--- src/hw/rtl/rlrt_pkg.sv ---
// Package for the replicated log ring table: action and status codes,
// payload structs for both channels and the queue entry between front and back.
// No dependencies.
package rlrt_pkg;

  localparam int unsigned DEF_LOG_DEPTH     = 1024;
  localparam int unsigned DEF_PAYLOAD_WIDTH = 32;
  localparam int unsigned DEF_VOTE_WIDTH    = 8;

  // Depth of the command queue between the front and the back.
  localparam int unsigned QUEUE_DEPTH = 2;

  localparam logic [2:0] ACT_APPEND = 3'd0;
  localparam logic [2:0] ACT_READ   = 3'd1;
  localparam logic [2:0] ACT_TRUNC  = 3'd2;
  localparam logic [2:0] ACT_POP    = 3'd3;
  localparam logic [2:0] ACT_PEEK   = 3'd4;
  localparam logic [2:0] ACT_CLEAR  = 3'd5;
  localparam logic [2:0] ACT_VOTE   = 3'd6;

  localparam logic [1:0] ST_OK      = 2'd0;
  localparam logic [1:0] ST_ZERO_ID = 2'd1;
  localparam logic [1:0] ST_FULL    = 2'd2;
  localparam logic [1:0] ST_NONE    = 2'd3;

  typedef struct packed {
    logic [2:0]  action;
    logic [31:0] log_index;
    logic [31:0] new_id;
    logic [31:0] new_payload;
  } rlrt_in_t;

  typedef struct packed {
    logic [1:0]  status;
    logic [31:0] out_id;
    logic [31:0] out_payload;
    logic [7:0]  out_votes;
    logic [10:0] entries_held;
    logic [31:0] base_now;
  } rlrt_out_t;

  typedef struct packed {
    rlrt_in_t req;
    logic     id_zero;
  } rlrt_cmd_t;

endpackage

--- src/hw/rtl/rlrt_front.sv ---
// Front end of the log ring table: accepts requests, flags a zero id and
// queues the classified command for the back end. Depends on rlrt_pkg.
module rlrt_front import rlrt_pkg::*; (
  input  logic      clk_i,
  input  logic      rst_ni,
  input  logic      in_valid_i,
  output logic      in_ready_o,
  input  rlrt_in_t  in_data_i,
  output logic      cmd_valid_o,
  input  logic      cmd_ready_i,
  output rlrt_cmd_t cmd_o
);

  localparam int unsigned PtrW = $clog2(QUEUE_DEPTH);
  localparam int unsigned CntW = $clog2(QUEUE_DEPTH + 1);
  localparam logic [PtrW-1:0] LastSlot = PtrW'(QUEUE_DEPTH - 1);

  rlrt_cmd_t       slot_q [QUEUE_DEPTH];
  logic [PtrW-1:0] wr_ptr_q, rd_ptr_q;
  logic [CntW-1:0] cnt_q;
  logic            push, pop;
  rlrt_cmd_t       new_cmd;

  assign in_ready_o  = cnt_q != CntW'(QUEUE_DEPTH);
  assign cmd_valid_o = cnt_q != '0;
  assign cmd_o       = slot_q[rd_ptr_q];
  assign push        = in_valid_i && in_ready_o;
  assign pop         = cmd_valid_o && cmd_ready_i;

  always_comb begin
    new_cmd.req     = in_data_i;
    new_cmd.id_zero = in_data_i.new_id == '0;
  end

  always_ff @(posedge clk_i) begin
    if (push) begin
      slot_q[wr_ptr_q] <= new_cmd;
    end
  end

  always_ff @(posedge clk_i or negedge rst_ni) begin
    if (!rst_ni) begin
      wr_ptr_q <= '0;
      rd_ptr_q <= '0;
      cnt_q    <= '0;
    end else begin
      if (push) begin
        wr_ptr_q <= (wr_ptr_q == LastSlot) ? '0 : wr_ptr_q + PtrW'(1);
      end
      if (pop) begin
        rd_ptr_q <= (rd_ptr_q == LastSlot) ? '0 : rd_ptr_q + PtrW'(1);
      end
      case ({push, pop})
        2'b10:   cnt_q <= cnt_q + CntW'(1);
        2'b01:   cnt_q <= cnt_q - CntW'(1);
        default: cnt_q <= cnt_q;
      endcase
    end
  end

endmodule

--- config.mk ---
export PLATFORM = sky130hd
export DESIGN_NAME = rlrt_front
export DESIGN_NICKNAME = d
export VERILOG_FILES = /design/src/hw/rtl/rlrt_pkg.sv /design/src/hw/rtl/rlrt_front.sv
export SDC_FILE = /design/constraint.sdc
export NUM_CORES = 1
export LEC_CHECK = 0
export BUFFER_PORTS_ARGS = -buffer_cell sky130_fd_sc_hd__buf_2
export CORE_MARGIN = 2
export CORE_UTILIZATION = 40
export CTS_CLUSTER_SIZE = 28
export DETAILED_ROUTE_END_ITERATION = 7
export GPL_TIMING_DRIVEN = 0
export PLACE_DENSITY = 0.66
export SYNTH_ARGS = -nofsm -noshare
export SYNTH_HDL_FRONTEND = slang
export SYNTH_SLANG_ARGS = --single-unit
--- constraint.sdc ---
create_clock -name clk_i -period 5.11 [get_ports clk_i]
set_clock_uncertainty 0.2 [all_clocks]
set_input_delay 0.511 -clock clk_i [delete_from_list [all_inputs] [get_ports clk_i]]
set_output_delay 0.511 -clock clk_i [all_outputs]
set_load 0.01 [all_outputs]
After elaboration in Yosys (flattened, before gate mapping)
Memories as Yosys holds them, arrays and structs flattened.
Cells that the tools add are included.
{"block": "totals", "latch_bits": 0, "rom_bits": 0, "ram_bits": 200, "out_inout_bits": 102, "mem_count": 1, "regBits": 4, "elab_cells": 21}
{"block": "op_classes", "reduce_logical": 5, "shift": 0, "n_mux": 5, "bitwise": 0, "mul": 0, "magnitude_cmp": 0, "n_div": 0, "n_eq_ne": 3, "addsub": 4}
{"memory": "slot_q", "words": 2, "width": 100, "read_ports": 1, "rd_ports_with_merged_regs": 0, "wr": 1, "line": "rlrt_front.sv:18", "source": "rlrt_cmd_t slot_q [QUEUE_DEPTH];"}
{"op": "zero test 32 bit", "n": 1}
{"op": "two-way mux 1 bit", "n": 4}
{"op": "one-hot mux 2 bit (2 select lines)", "n": 1}
{"op": "nonzero test 2 bit", "n": 2}
{"op": "adder 1 bit (second input constant)", "n": 2}
{"op": "adder 2 x 1 -> 2 bit (second input constant)", "n": 1}
{"op": "equality test 2 x 1 -> 1 bit (second input constant)", "n": 1}
{"op": "equality test 2 bit (second input constant)", "n": 1}
{"op": "logical AND 1 bit", "n": 2}
{"op": "!= test 2 bit (second input constant)", "n": 1}
{"op": "subtractor 2 x 1 -> 2 bit (second input constant)", "n": 1}

Longest topological paths before layout
Gate-level depths: netlist (run 1).
{"block": "depth", "depth_word": 4, "ltp_mapped": 6, "depth_no_buf": 6}

Worst setup path before layout (run 1)
No wires, ideal clock.
{"block": "synth_path", "path_kind": "register to register", "start": "reg cnt_q[0]", "end": "mem slot_q[0][0] (netlist bit) (enable)", "t_required_ns": 4.350, "stages_incl_launch_ff": 4, "setup_time_ns": 0.560, "slack_ns": -0.518, "arrival_ns": 4.869, "path_cell_list": "dfrtp_1 nand2b_1 nand2_1 nor2_1"}
{"block": "synth_between", "elab_chain_cells": 4}
{"element": "start: declaration", "line": "rlrt_front.sv:20", "source": "logic [CntW-1:0] cnt_q;"}
{"element": "start signal: assignment", "line": "rlrt_front.sv:54", "source": "2'b10: cnt_q <= cnt_q + CntW'(1);"}
{"element": "start signal: assignment", "line": "rlrt_front.sv:55", "source": "2'b01: cnt_q <= cnt_q - CntW'(1);"}
{"element": "start signal: assignment", "line": "rlrt_front.sv:56", "source": "default: cnt_q <= cnt_q;"}
{"element": "!= test 2 bit", "line": "rlrt_front.sv:24", "source": "assign in_ready_o = cnt_q != CntW'(QUEUE_DEPTH);"}
{"element": "named net in_ready_o", "line": "rlrt_front.sv:7", "source": "output logic in_ready_o,"}
{"element": "logical AND 1 bit", "line": "rlrt_front.sv:27", "source": "assign push = in_valid_i && in_ready_o;"}
{"element": "two-way mux 1 bit", "line": "rlrt_front.sv:36", "source": "if (push) begin"}
{"element": "two-way mux 1 bit (implied by the code)", "line": "rlrt_front.sv:37", "source": "slot_q[wr_ptr_q] <= new_cmd;"}
{"element": "end: declaration", "line": "rlrt_front.sv:18"}
The timed path passes the listed nets, and every way through them passes these cells.

==> qor.txt, run 1 <==
run status - completed
Port-buffer cells - 204
DP Area - 9420 µm²
CTS tree - done
pwr/cell area - 565 nW/µm²
slowest stage delay, CP - 0.35 ns
worst slew pin tran - 0.651 ns
Power, Total - 0.00597 W
final setup violation count - 0
flops & latches, synth - 204
synth top area cells - edfxtp_1 76%, mux2_4 17%, buf_12 2.3%
Mapped Area - 7930 µm²
Layout Nets - 720
Area Overhead vs Synth - 33.3%
Avg Inst Size Synth - 23.4 µm²
FMAX - 0.404 GHz
Post-Syn Nets - 443
DR DRC count - 0
Synthesis Warnings - 0
post-route cell area - 10600 µm²
Max-cap violations - 0
Setup crit end kind - primary output
Root Buffer Master - clkbuf_16
total CTS buffers - 22
total global routing overflow - 0
Die ar. - 21000 µm²
H-tree depth - 1
crit start category - flop
row count - 51
initial cell density of the core - 0.407
vias in the first global route - 4234
layout cells sized above 1 - 0.558
routed len/inst - 16.6 µm
Post-CTS Setup Bufs - 0
Fillers - 1519
Synth cell types - 18
DR iter-0 viols - 124
DR pass1 iterations - 4
WS Path Type - reg -> out
Worst EP required - 4.40 ns
Max VDD drop - 361 µV
min Tclk post-route - 2.48 ns
Rel. slew slack - 0.566
GRT Total Usage - 0.136
RSZ-0062 raised after global routing - false
Routed Antenna Nets - 0
Clk pin slew, worst setup/hold paths - 0.06 ns
Clk Latency, worst-skew pair - 0.49 ns
pin count of the biggest net entering global routing - 59
DR vias - 4073
cell count after synthesis - 339
final hold violations - 0
top cell type's share of synthesized area - 0.758
Pleak - 4.21 nW
register area share after synthesis - 0.770
WL final - 14900 µm
gpl congestion - 0.715
CP arrival - 1.77 ns
Placeable Area - 19500 µm²
crit-path cells - buf_6 > buf_12 > mux2_4 > buf_2
HPWL after DPL - 10100 µm
Min Hold Slack - 0.0189 ns
crit path max fanout - 10
die width - 145 µm
crit share post-route - 0.485
Sink Count - 204
Slew Limit Fails - 0
chip height - 145 µm
io pins - 205
min-delay worst type - in -> reg
clock buffer depth - 3
Yosys top cell by area - edfxtp_1
first-pass GRT wire length - 21900 µm
vias per cell - 4.54
antenna violations before repair - 0
slowest library cell on the worst path - dfrtp_1
==> critical path: cells and delay by family (launching register included) <==
kind / cells / cell delay, ns
buffers and inverters: 3 / 0.60
multiplexers: 1 / 0.31
flip-flops: 1 / 0.35
==> kinds of logic after synthesis <==
family | after synthesis | synth area share
XOR/XNOR | 5 | 0.00552
adder cells (fa/ha/maj) | 1 | 0.00158
buffers and inverters | 11 | 0.0248
flip-flops | 204 | 0.770
multiplexers | 100 | 0.185
AND/OR/NAND/NOR | 18 | 0.0133
==> metal layers <==
metal | up-vias | share of wire | track usage
met5 | - | 0 | 0
met4 | 0 | 0.027 | 0.0414
met3 | 25 | 0.069 | 0.0421
met2 | 146 | 0.50 | 0.245
met1 | 1983 | 0.40 | 0.156
li1 | 1919 | - | -
==> cell usage in the layout (no fill, tap or decap) <==
master | synthesis | final
xor2_1 | 2 | 2
nor2_1 | 3 | 2
buf_6 | 1 | 1
buf_2 | 1 | 205
diode_2 | 0 | 1
nand4_1 | 2 | 2
edfxtp_1 | 200 | 200
clkinv_2 | 0 | 3
nand2b_1 | 1 | 1
clkbuf_16 | 0 | 23
buf_12 | 9 | 10
xnor2_1 | 3 | 3
bufinv_16 | 0 | 2
nor2_4 | 0 | 1
and2_4 | 1 | 1
and3_4 | 0 | 1
inv_8 | 0 | 1
nor4_1 | 8 | 8
mux2_2 | 10 | 10
dfrtp_1 | 4 | 4
or2_1 | 1 | 1
clkbuf_1 | 0 | 4
dlygate4sd3_1 | 0 | 44
mux2_4 | 90 | 90
ha_1 | 1 | 1
nand2_1 | 1 | 1
buf_16 | 0 | 4
clkinv_1 | 0 | 6
==> cell type report <==
| type | instances | area (µm²) | area share |
|---|---|---|---|
| sequential | 204 | 6110 | 0.578 |
| multi-input combinational | 124 | 1640 | 0.155 |
| timing repair buffer | 253 | 1590 | 0.151 |
| clock buffer | 27 | 591 | 0.0559 |
| tap | 265 | 332 | 0.0314 |
| buffer | 11 | 196 | 0.0186 |
| clock inverter | 12 | 109 | 0.0103 |
| antenna | 1 | 2.50 | 0.000237 |
==> final timing paths <==
check,slack (ns),endpoint,start,depth (start not counted)
min in group asynchronous,0.15,wr_ptr_q,rst_ni,2
worst min-delay path,0.02,slot_q[1][8],in_data_i[7],1
worst max register to register,2.85,slot_q[0][11],cnt_q[0],5
worst max-delay path,2.63,cmd_o[93],rd_ptr_q,4
max in group asynchronous,4.45,cnt_q[1],rst_ni,2
worst min register to register,0.30,cnt_q[1],cnt_q[1],1
==> cells in the mapped netlist (all sizes together) <==
master / n
ha: 1
buf: 11
xnor2: 3
nor2: 3
nand2b: 1
mux2: 100
and3: 1
or2: 1
and2: 1
nand2: 1
dfrtp: 4
nor4: 8
xor2: 2
nand4: 2
edfxtp: 200
==> flip-flops by register name (all words and copies together) (netlist names) <==
signal	cells
cnt_q	2
rd_ptr_q	1
slot_q	200
wr_ptr_q	1
==> repair_timing <==
action / 4_1_cts / 5_1_grt
setup endpoints to repair: 0 / 0
resized for setup: 0 / 0
hold buffers: 26 / 18
hold endpoints to repair: 53 / 34
==> power breakdown <==
| group | total, W | leakage, nW | switching, W | internal (W) |
|---|---|---|---|---|
| sequential | 0.00238 | 1.90 | 0.0000948 | 0.00229 |
| clock | 0.00153 | 0.344 | 0.000605 | 0.000921 |
| combinational | 0.00207 | 1.96 | 0.000969 | 0.00110 |
| total | 0.00597 | 4.21 | 0.00167 | 0.00430 |
==> stage by stage <==
| step | cells | TNS, ns | util | worst slack [ns] |
|---|---|---|---|---|
| floorplan | 339 | 0 | - | 1.16 |
| global placement | 808 | -20.54 | 0.477 | -0.213 |
| detailed placement | 813 | 0 | 0.484 | 2.83 |
| CTS | 878 | 0 | 0.533 | 2.57 |
| global route | 896 | 0 | 0.543 | 2.54 |
| finish | 897 | 0 | 0.543 | 2.63 |
(Power assumes the default switching activity.)
==> run 2, diff against run 1 <==
Clock period 5.11 ns to 2.2 ns, I/O delays scaled along.
==> run 2 against run 1 <==
Net effect:
- utilization grew 3.2 points
- clock power up 130%
- sequential share of layout area down 3.2 points
- count of clock-buffer cells in the layout rose by 1
- sequential power is 130% higher
- cell count up 6.8%
==> qor.txt, run 2 (same netlist as run 1, synthesis figures left out) <==
DR top layer - met4 (unchanged)
DR WL met2 - 8410 µm (was 7520 µm)
post-route cell area - 11200 µm² (was 10600 µm²)
gpl congestion - 0.696 (was 0.715)
io pins - 205 (unchanged)
Rel. slew slack - 0.606 (was 0.566)
met3 wire len - 1060 µm (was 1030 µm)
Setup crit end kind - primary output (unchanged)
Die ar. - 21000 µm² (unchanged)
internal power - 0.0101 W (was 0.00430 W)
max reg flops - 200 (unchanged)
initial cell density of the core - 0.407 (unchanged)
CTS tree - done (unchanged)
Max-cap violations - 0 (unchanged)
Port-buffer cells - 204 (unchanged)
clock buffer depth - 3 (unchanged)
Placeable Area - 19500 µm² (unchanged)
CP arrival - 1.71 ns (was 1.77 ns)
Clk Latency, worst-skew pair - 0.49 ns (about the same)
Routed Antenna Nets - 0 (unchanged)
commonest non-fill, non-tap cell in the layout - buf_2 (unchanged)
HPWL after DPL - 9870 µm (was 10100 µm)
min Tclk post-route - 2.13 ns
Worst EP required - 1.78 ns (was 4.40 ns)
pin count of the biggest net entering global routing - 54 (was 59)
row count - 51 (unchanged)
die width - 145 µm (unchanged)
pwr/cell area - 1250 nW/µm² (was 565 nW/µm²)
H-tree depth - 1 (unchanged)
DR DRC count - 0 (unchanged)
vias in the first global route - 4651 (was 4234)
Clk pin slew, worst setup/hold paths - 0.06 ns (about the same)
FMAX - 0.468 GHz
Slew Limit Fails - 0 (unchanged)
DR pass1 iterations - 4 (unchanged)
Sink Count - 204 (unchanged)
M1 WL - 6120 µm (was 5960 µm)
WL final - 15900 µm (was 14900 µm)
Largest Register - slot_q (unchanged)
DR vias - 4369 (was 4073)
run status - completed (unchanged)
worst slew pin tran - 0.591 ns (was 0.651 ns)
RSZ-0062 raised after global routing - true (was false)
Min Hold Slack - 0.244 ns (was 0.0189 ns)
min-delay worst type - in -> reg (unchanged)
total CTS buffers - 22 (unchanged)
crit start category - flop (unchanged)
routed len/inst - 16.6 µm (about the same)
vias per cell - 4.56 (was 4.54)
crit share post-route - 0.970
total global routing overflow - 0 (unchanged)
Net Sw Frac - 0.279 (about the same)
Area Overhead vs Synth - 41.1% (was 33.3%)
Layout Nets - 783 (was 720)
sequential share of power - 0.396 (was 0.399)
Pleak - 4.47 nW (was 4.21 nW)
WS Path Type - reg -> out (unchanged)
combinational share of power - 0.354 (was 0.346)
sw power - 0.00391 W (was 0.00167 W)
part of the power in the clock network - 0.249 (was 0.255)
final hold violations - 0 (unchanged)
Fillers - 1460 (was 1519)
DR iter-0 viols - 121 (was 124)
Max VDD drop - 918 µV (was 361 µV)
most frequent cells in the layout - 202 x buf_2, 200 x edfxtp_1, 103 x dlygate4sd3_1 (was 205 x buf_2, 200 x edfxtp_1, 90 x mux2_4)
first-pass GRT wire length - 23500 µm (was 21900 µm)
final setup violation count - 0 (unchanged)
antenna violations before repair - 1 (was 0)
chip height - 145 µm (unchanged)
biggest regs - slot_q: 200 flops, cnt_q: 2 flops (unchanged)
area taken by multi-input logic gates - 1660 µm² (was 1640 µm²)
GRT Total Usage - 0.146 (was 0.136)
layout cells sized above 1 - 0.517 (was 0.558)
Root Buffer Master - clkbuf_16 (unchanged)
crit path max fanout - 10 (unchanged)
DP Area - 9400 µm² (was 9420 µm²)
Seq. cell area - 6110 µm² (unchanged)
==> run 2: worst max-delay path: stages (launching register included) <==
cell     delay, ns
dfrtp_1       0.38
buf_12        0.20
buf_12        0.17
mux2_4        0.30
buf_2         0.15
==> run 2: repair_timing <==
item / in CTS / in global routing
hold buffers: 103 / 0
pin swaps: 1 / 1
endpoints found under the hold margin: 207 / 0
resized for setup: 2 / 3
setup buffers: 0 / 4
gates cloned: 0 / 1
setup endpoints to repair: 102 / 89
==> run 2: area by class of cell <==
type / instances / share of cell area
antenna: 1 / 0.000224
clock buffer: 28 / 0.0531
tap: 265 / 0.0297
timing repair buffer: 315 / 0.196
sequential: 204 / 0.546
clock inverter: 9 / 0.00839
buffer: 11 / 0.0184
multi-input combinational: 125 / 0.148
==> run 2: path summary, 6_finish.rpt <==
| kind | endpoint | cells past startpoint | from | slack (ns) |
|---|---|---|---|---|
| min reg2reg | cnt_q[0] | 1 | cnt_q[0] | 0.36 |
| max reg2reg | slot_q[1][27] | 3 | cnt_q[0] | 0.22 |
| min | slot_q[1][74] | 2 | in_data_i[73] | 0.24 |
| max in group asynchronous | wr_ptr_q | 3 | rst_ni | 1.19 |
| max | cmd_o[93] | 4 | rd_ptr_q | 0.07 |
| min in group asynchronous | cnt_q[0] | 3 | rst_ni | 0.43 |
==> run 2: per-stage QoR <==
| step | cells | util | worst slack [ns] | total power [W] | TNS (ns) |
|---|---|---|---|---|---|
| after floorplan | 339 | - | -0.525 | 0.00883 | -80.54 |
| after global placement | 808 | 0.478 | -1.25 | 0.0102 | -212.47 |
| after detailed placement | 812 | 0.483 | 0.0146 | 0.0104 | 0 |
| after CTS | 952 | 0.572 | 0.00275 | 0.0141 | 0 |
| after global routing | 958 | 0.575 | -0.0160 | 0.0147 | -0.0295 |
| final | 958 | 0.575 | 0.0650 | 0.0140 | 0 |
==> run 2: metal layers <==
metal,up-vias,track usage
met5,-,0
met4,0,0.0424
met3,28,0.0411
met2,148,0.271
met1,2146,0.161
li1,2047,-
==> run 2: power groups by stage <==
stage	logic [W]	clock network [W]	registers, W
2_1_floorplan	0.00323	0	0.00559
3_3_place_gp	0.00458	0	0.00564
3_5_place_dp	0.00477	0	0.00562
4_1_cts	0.00496	0.00358	0.00555
5_1_grt	0.00534	0.00373	0.00563
6_report	0.00497	0.00349	0.00555
==> run 3, diff against run 2 <==
Settings changed: CORE_UTILIZATION 40 to 35, PLACE_DENSITY 0.66 to unset.
==> run 3 against run 2 <==
Net effect:
- hold slack improved by 0.0076 ns
- die area rose by 14%
- count of clock-buffer cells in the layout rose by 5
- sequential power barely moved
- via count fell by 0.46%
- critical endpoint is now cmd_o[82]
- highest routed layer unchanged
==> qor.txt, run 3 (same netlist as run 1, synthesis figures left out) <==
hold path startpoint - in_data_i[69] (was in_data_i[73])
Pleak - 4.45 nW (was 4.47 nW)
DR vias - 4349 (was 4369)
Rel. slew slack - 0.479 (was 0.606)
total CTS buffers - 22 (unchanged)
Die ar. - 23900 µm² (was 21000 µm²)
Root Buffer Master - clkbuf_16 (unchanged)
final hold violations - 0 (unchanged)
row count - 55 (was 51)
Slew Limit Fails - 0 (unchanged)
total global routing overflow - 0 (unchanged)
Layout Nets - 780 (was 783)
crit-path cells - buf_12 > buf_12 > mux2_4 > buf_2 (unchanged)
met3 wire len - 966 µm (was 1060 µm)
Port-buffer cells - 204 (unchanged)
Max VDD drop - 753 µV (was 918 µV)
Crit path max-delay family - buffers and inverters (unchanged)
DR pass1 iterations - 4 (unchanged)
sw power - 0.00397 W (was 0.00391 W)
Routed Antenna Nets - 0 (unchanged)
initial cell density of the core - 0.353 (was 0.407)
slowest library cell on the worst path - dfrtp_1 (unchanged)
DR WL met2 - 8740 µm (was 8410 µm)
combinational share of power - 0.362 (was 0.354)
slowest stage delay, CP - 0.39 ns (was 0.38 ns)
Net Sw Frac - 0.285 (was 0.279)
part of the power in the clock network - 0.238 (was 0.249)
Reg2Reg Setup Slack - 0.16 ns (was 0.22 ns)
most frequent cells in the layout - 200 x edfxtp_1, 193 x buf_2, 103 x dlygate4sd3_1 (was 202 x buf_2, 200 x edfxtp_1, 103 x dlygate4sd3_1)
final setup violation count - 0 (unchanged)
FMAX - 0.465 GHz (was 0.468 GHz)
Setup crit end kind - primary output (unchanged)
commonest non-fill, non-tap cell in the layout - edfxtp_1 (was buf_2)
GRT Total Usage - 0.132 (was 0.146)
H-tree depth - 1 (unchanged)
Worst Hold End - slot_q[0][70] (was slot_q[1][74])
Post-CTS Setup Bufs - 0 (unchanged)
sequential share of power - 0.400 (was 0.396)
first-pass GRT wire length - 24600 µm (was 23500 µm)
number of diodes - 0 (was 1)
Largest Register - slot_q (unchanged)
setup_tns - 0 ns (unchanged)
DR iter-0 viols - 156 (was 121)
crit path max fanout - 10 (unchanged)
R2R depth - 4 (was 3)
cell mode on critical path - buf_12 (unchanged)
DR top layer - met4 (unchanged)
Hold Path Depth - 2 (unchanged)
CTS tree - done (unchanged)
gpl congestion - 0.698 (was 0.696)
worst setup path startpoint - rd_ptr_q (unchanged)
crit start category - flop (unchanged)
Clk Latency, worst-skew pair - 0.49 ns (about the same)
layout cells sized above 1 - 0.511 (was 0.517)
Placeable Area - 22400 µm² (was 19500 µm²)
io pins - 205 (unchanged)
routed len/inst - 17.1 µm (was 16.6 µm)
vias per cell - 4.46 (was 4.56)
Max-cap violations - 0 (unchanged)
max reg flops - 200 (unchanged)
Area Overhead vs Synth - 41.1% (about the same)
WL final - 16700 µm (was 15900 µm)
M1 WL - 6600 µm (was 6120 µm)
Power, Total - 0.0139 W (was 0.0140 W)
CP arrival - 1.73 ns (was 1.71 ns)
worst slew pin tran - 0.782 ns (was 0.591 ns)
antenna violations before repair - 0 (was 1)
internal power - 0.00994 W (was 0.0101 W)
crit share post-route - 0.978 (was 0.970)
Clk pin slew, worst setup/hold paths - 0.06 ns (about the same)
HPWL after DPL - 10300 µm (was 9870 µm)
Worst EP required - 1.78 ns (about the same)
pin count of the biggest net entering global routing - 42 (was 54)
DR DRC count - 0 (unchanged)
pwr/cell area - 1240 nW/µm² (was 1250 nW/µm²)
WS Path Type - reg -> out (unchanged)
FF-to-FF Start - cnt_q[0] (unchanged)
min Tclk post-route - 2.15 ns (was 2.13 ns)
biggest regs - slot_q: 200 flops, cnt_q: 2 flops (unchanged)
clock buffer depth - 3 (unchanged)
min-delay worst type - in -> reg (unchanged)
RSZ-0062 raised after global routing - true (unchanged)
Sink Count - 204 (unchanged)
capture point of the worst reg-to-reg path - slot_q[0][82] (was slot_q[1][27])
worst path bufs/invs - 3 (unchanged)
chip height - 155 µm (was 145 µm)
run status - completed (unchanged)
die width - 155 µm (was 145 µm)
vias in the first global route - 4694 (was 4651)
## run 3: worst max path at each step
stage | slack, ns | endpoint | cells past startpoint
5_1_grt | -0.03 | cmd_o[88] | 4
2_1_floorplan | -0.53 | slot_q[0][0] | 3
6_report | 0.05 | cmd_o[82] | 4
3_5_place_dp | -0.12 | slot_q[1][26] | 3
4_1_cts | -0.007 | slot_q[0][44] | 4
3_3_place_gp | -1.32 | slot_q[0][25] | 3
## run 3: per-layer routing
metal	vias to the layer above	global-route usage
met5	-	0
met4	0	0.0348
met3	28	0.0336
met2	142	0.246
met1	2136	0.149
li1	2043	-
## run 3: what timing repair did
item	4_1_cts	5_1_grt
pin swaps	2	1
hold buffers	103	0
gates cloned	1	1
gates resized for setup	2	13
endpoints found under the hold margin	207	0
endpoints found under the setup margin	131	91
## run 3: layout make-up
| type | count | area (µm²) |
|---|---|---|
| buffer | 11 | 205 |
| timing repair buffer | 311 | 2210 |
| clock buffer | 33 | 613 |
| multi-input combinational | 126 | 1670 |
| clock inverter | 6 | 27.5 |
| fill | 1871 | 11200 |
| tap | 285 | 357 |
| sequential | 204 | 6110 |
## run 3: power by group through the flow
stage / registers (W) / logic (W) / clock network (W)
2_1_floorplan: 0.00559 / 0.00323 / 0
3_3_place_gp: 0.00565 / 0.00462 / 0
3_5_place_dp: 0.00563 / 0.00480 / 0
4_1_cts: 0.00556 / 0.00501 / 0.00340
5_1_grt: 0.00564 / 0.00540 / 0.00355
6_report: 0.00557 / 0.00504 / 0.00331
## run 3: worst register-to-register path, stage by stage (launching register included)
cell	delay, ns
dfrtp_1	0.42
nand2b_4	0.20
nand2_4	0.09
nor2_4	0.51
buf_12	0.29
## run 3: per-stage QoR
stage	setup WS [ns]	instances	hold WS [ns]	util	cell area (µm²)
after global placement	-1.32	828	-0.172	0.416	9330
final	0.0478	976	0.252	0.499	11200
after CTS	-0.00680	975	0.228	0.495	11100
after floorplan	-0.525	339	-0.276	-	7950
after global routing	-0.0311	976	0.240	0.499	11200
after detailed placement	-0.123	832	-0.169	0.420	9420
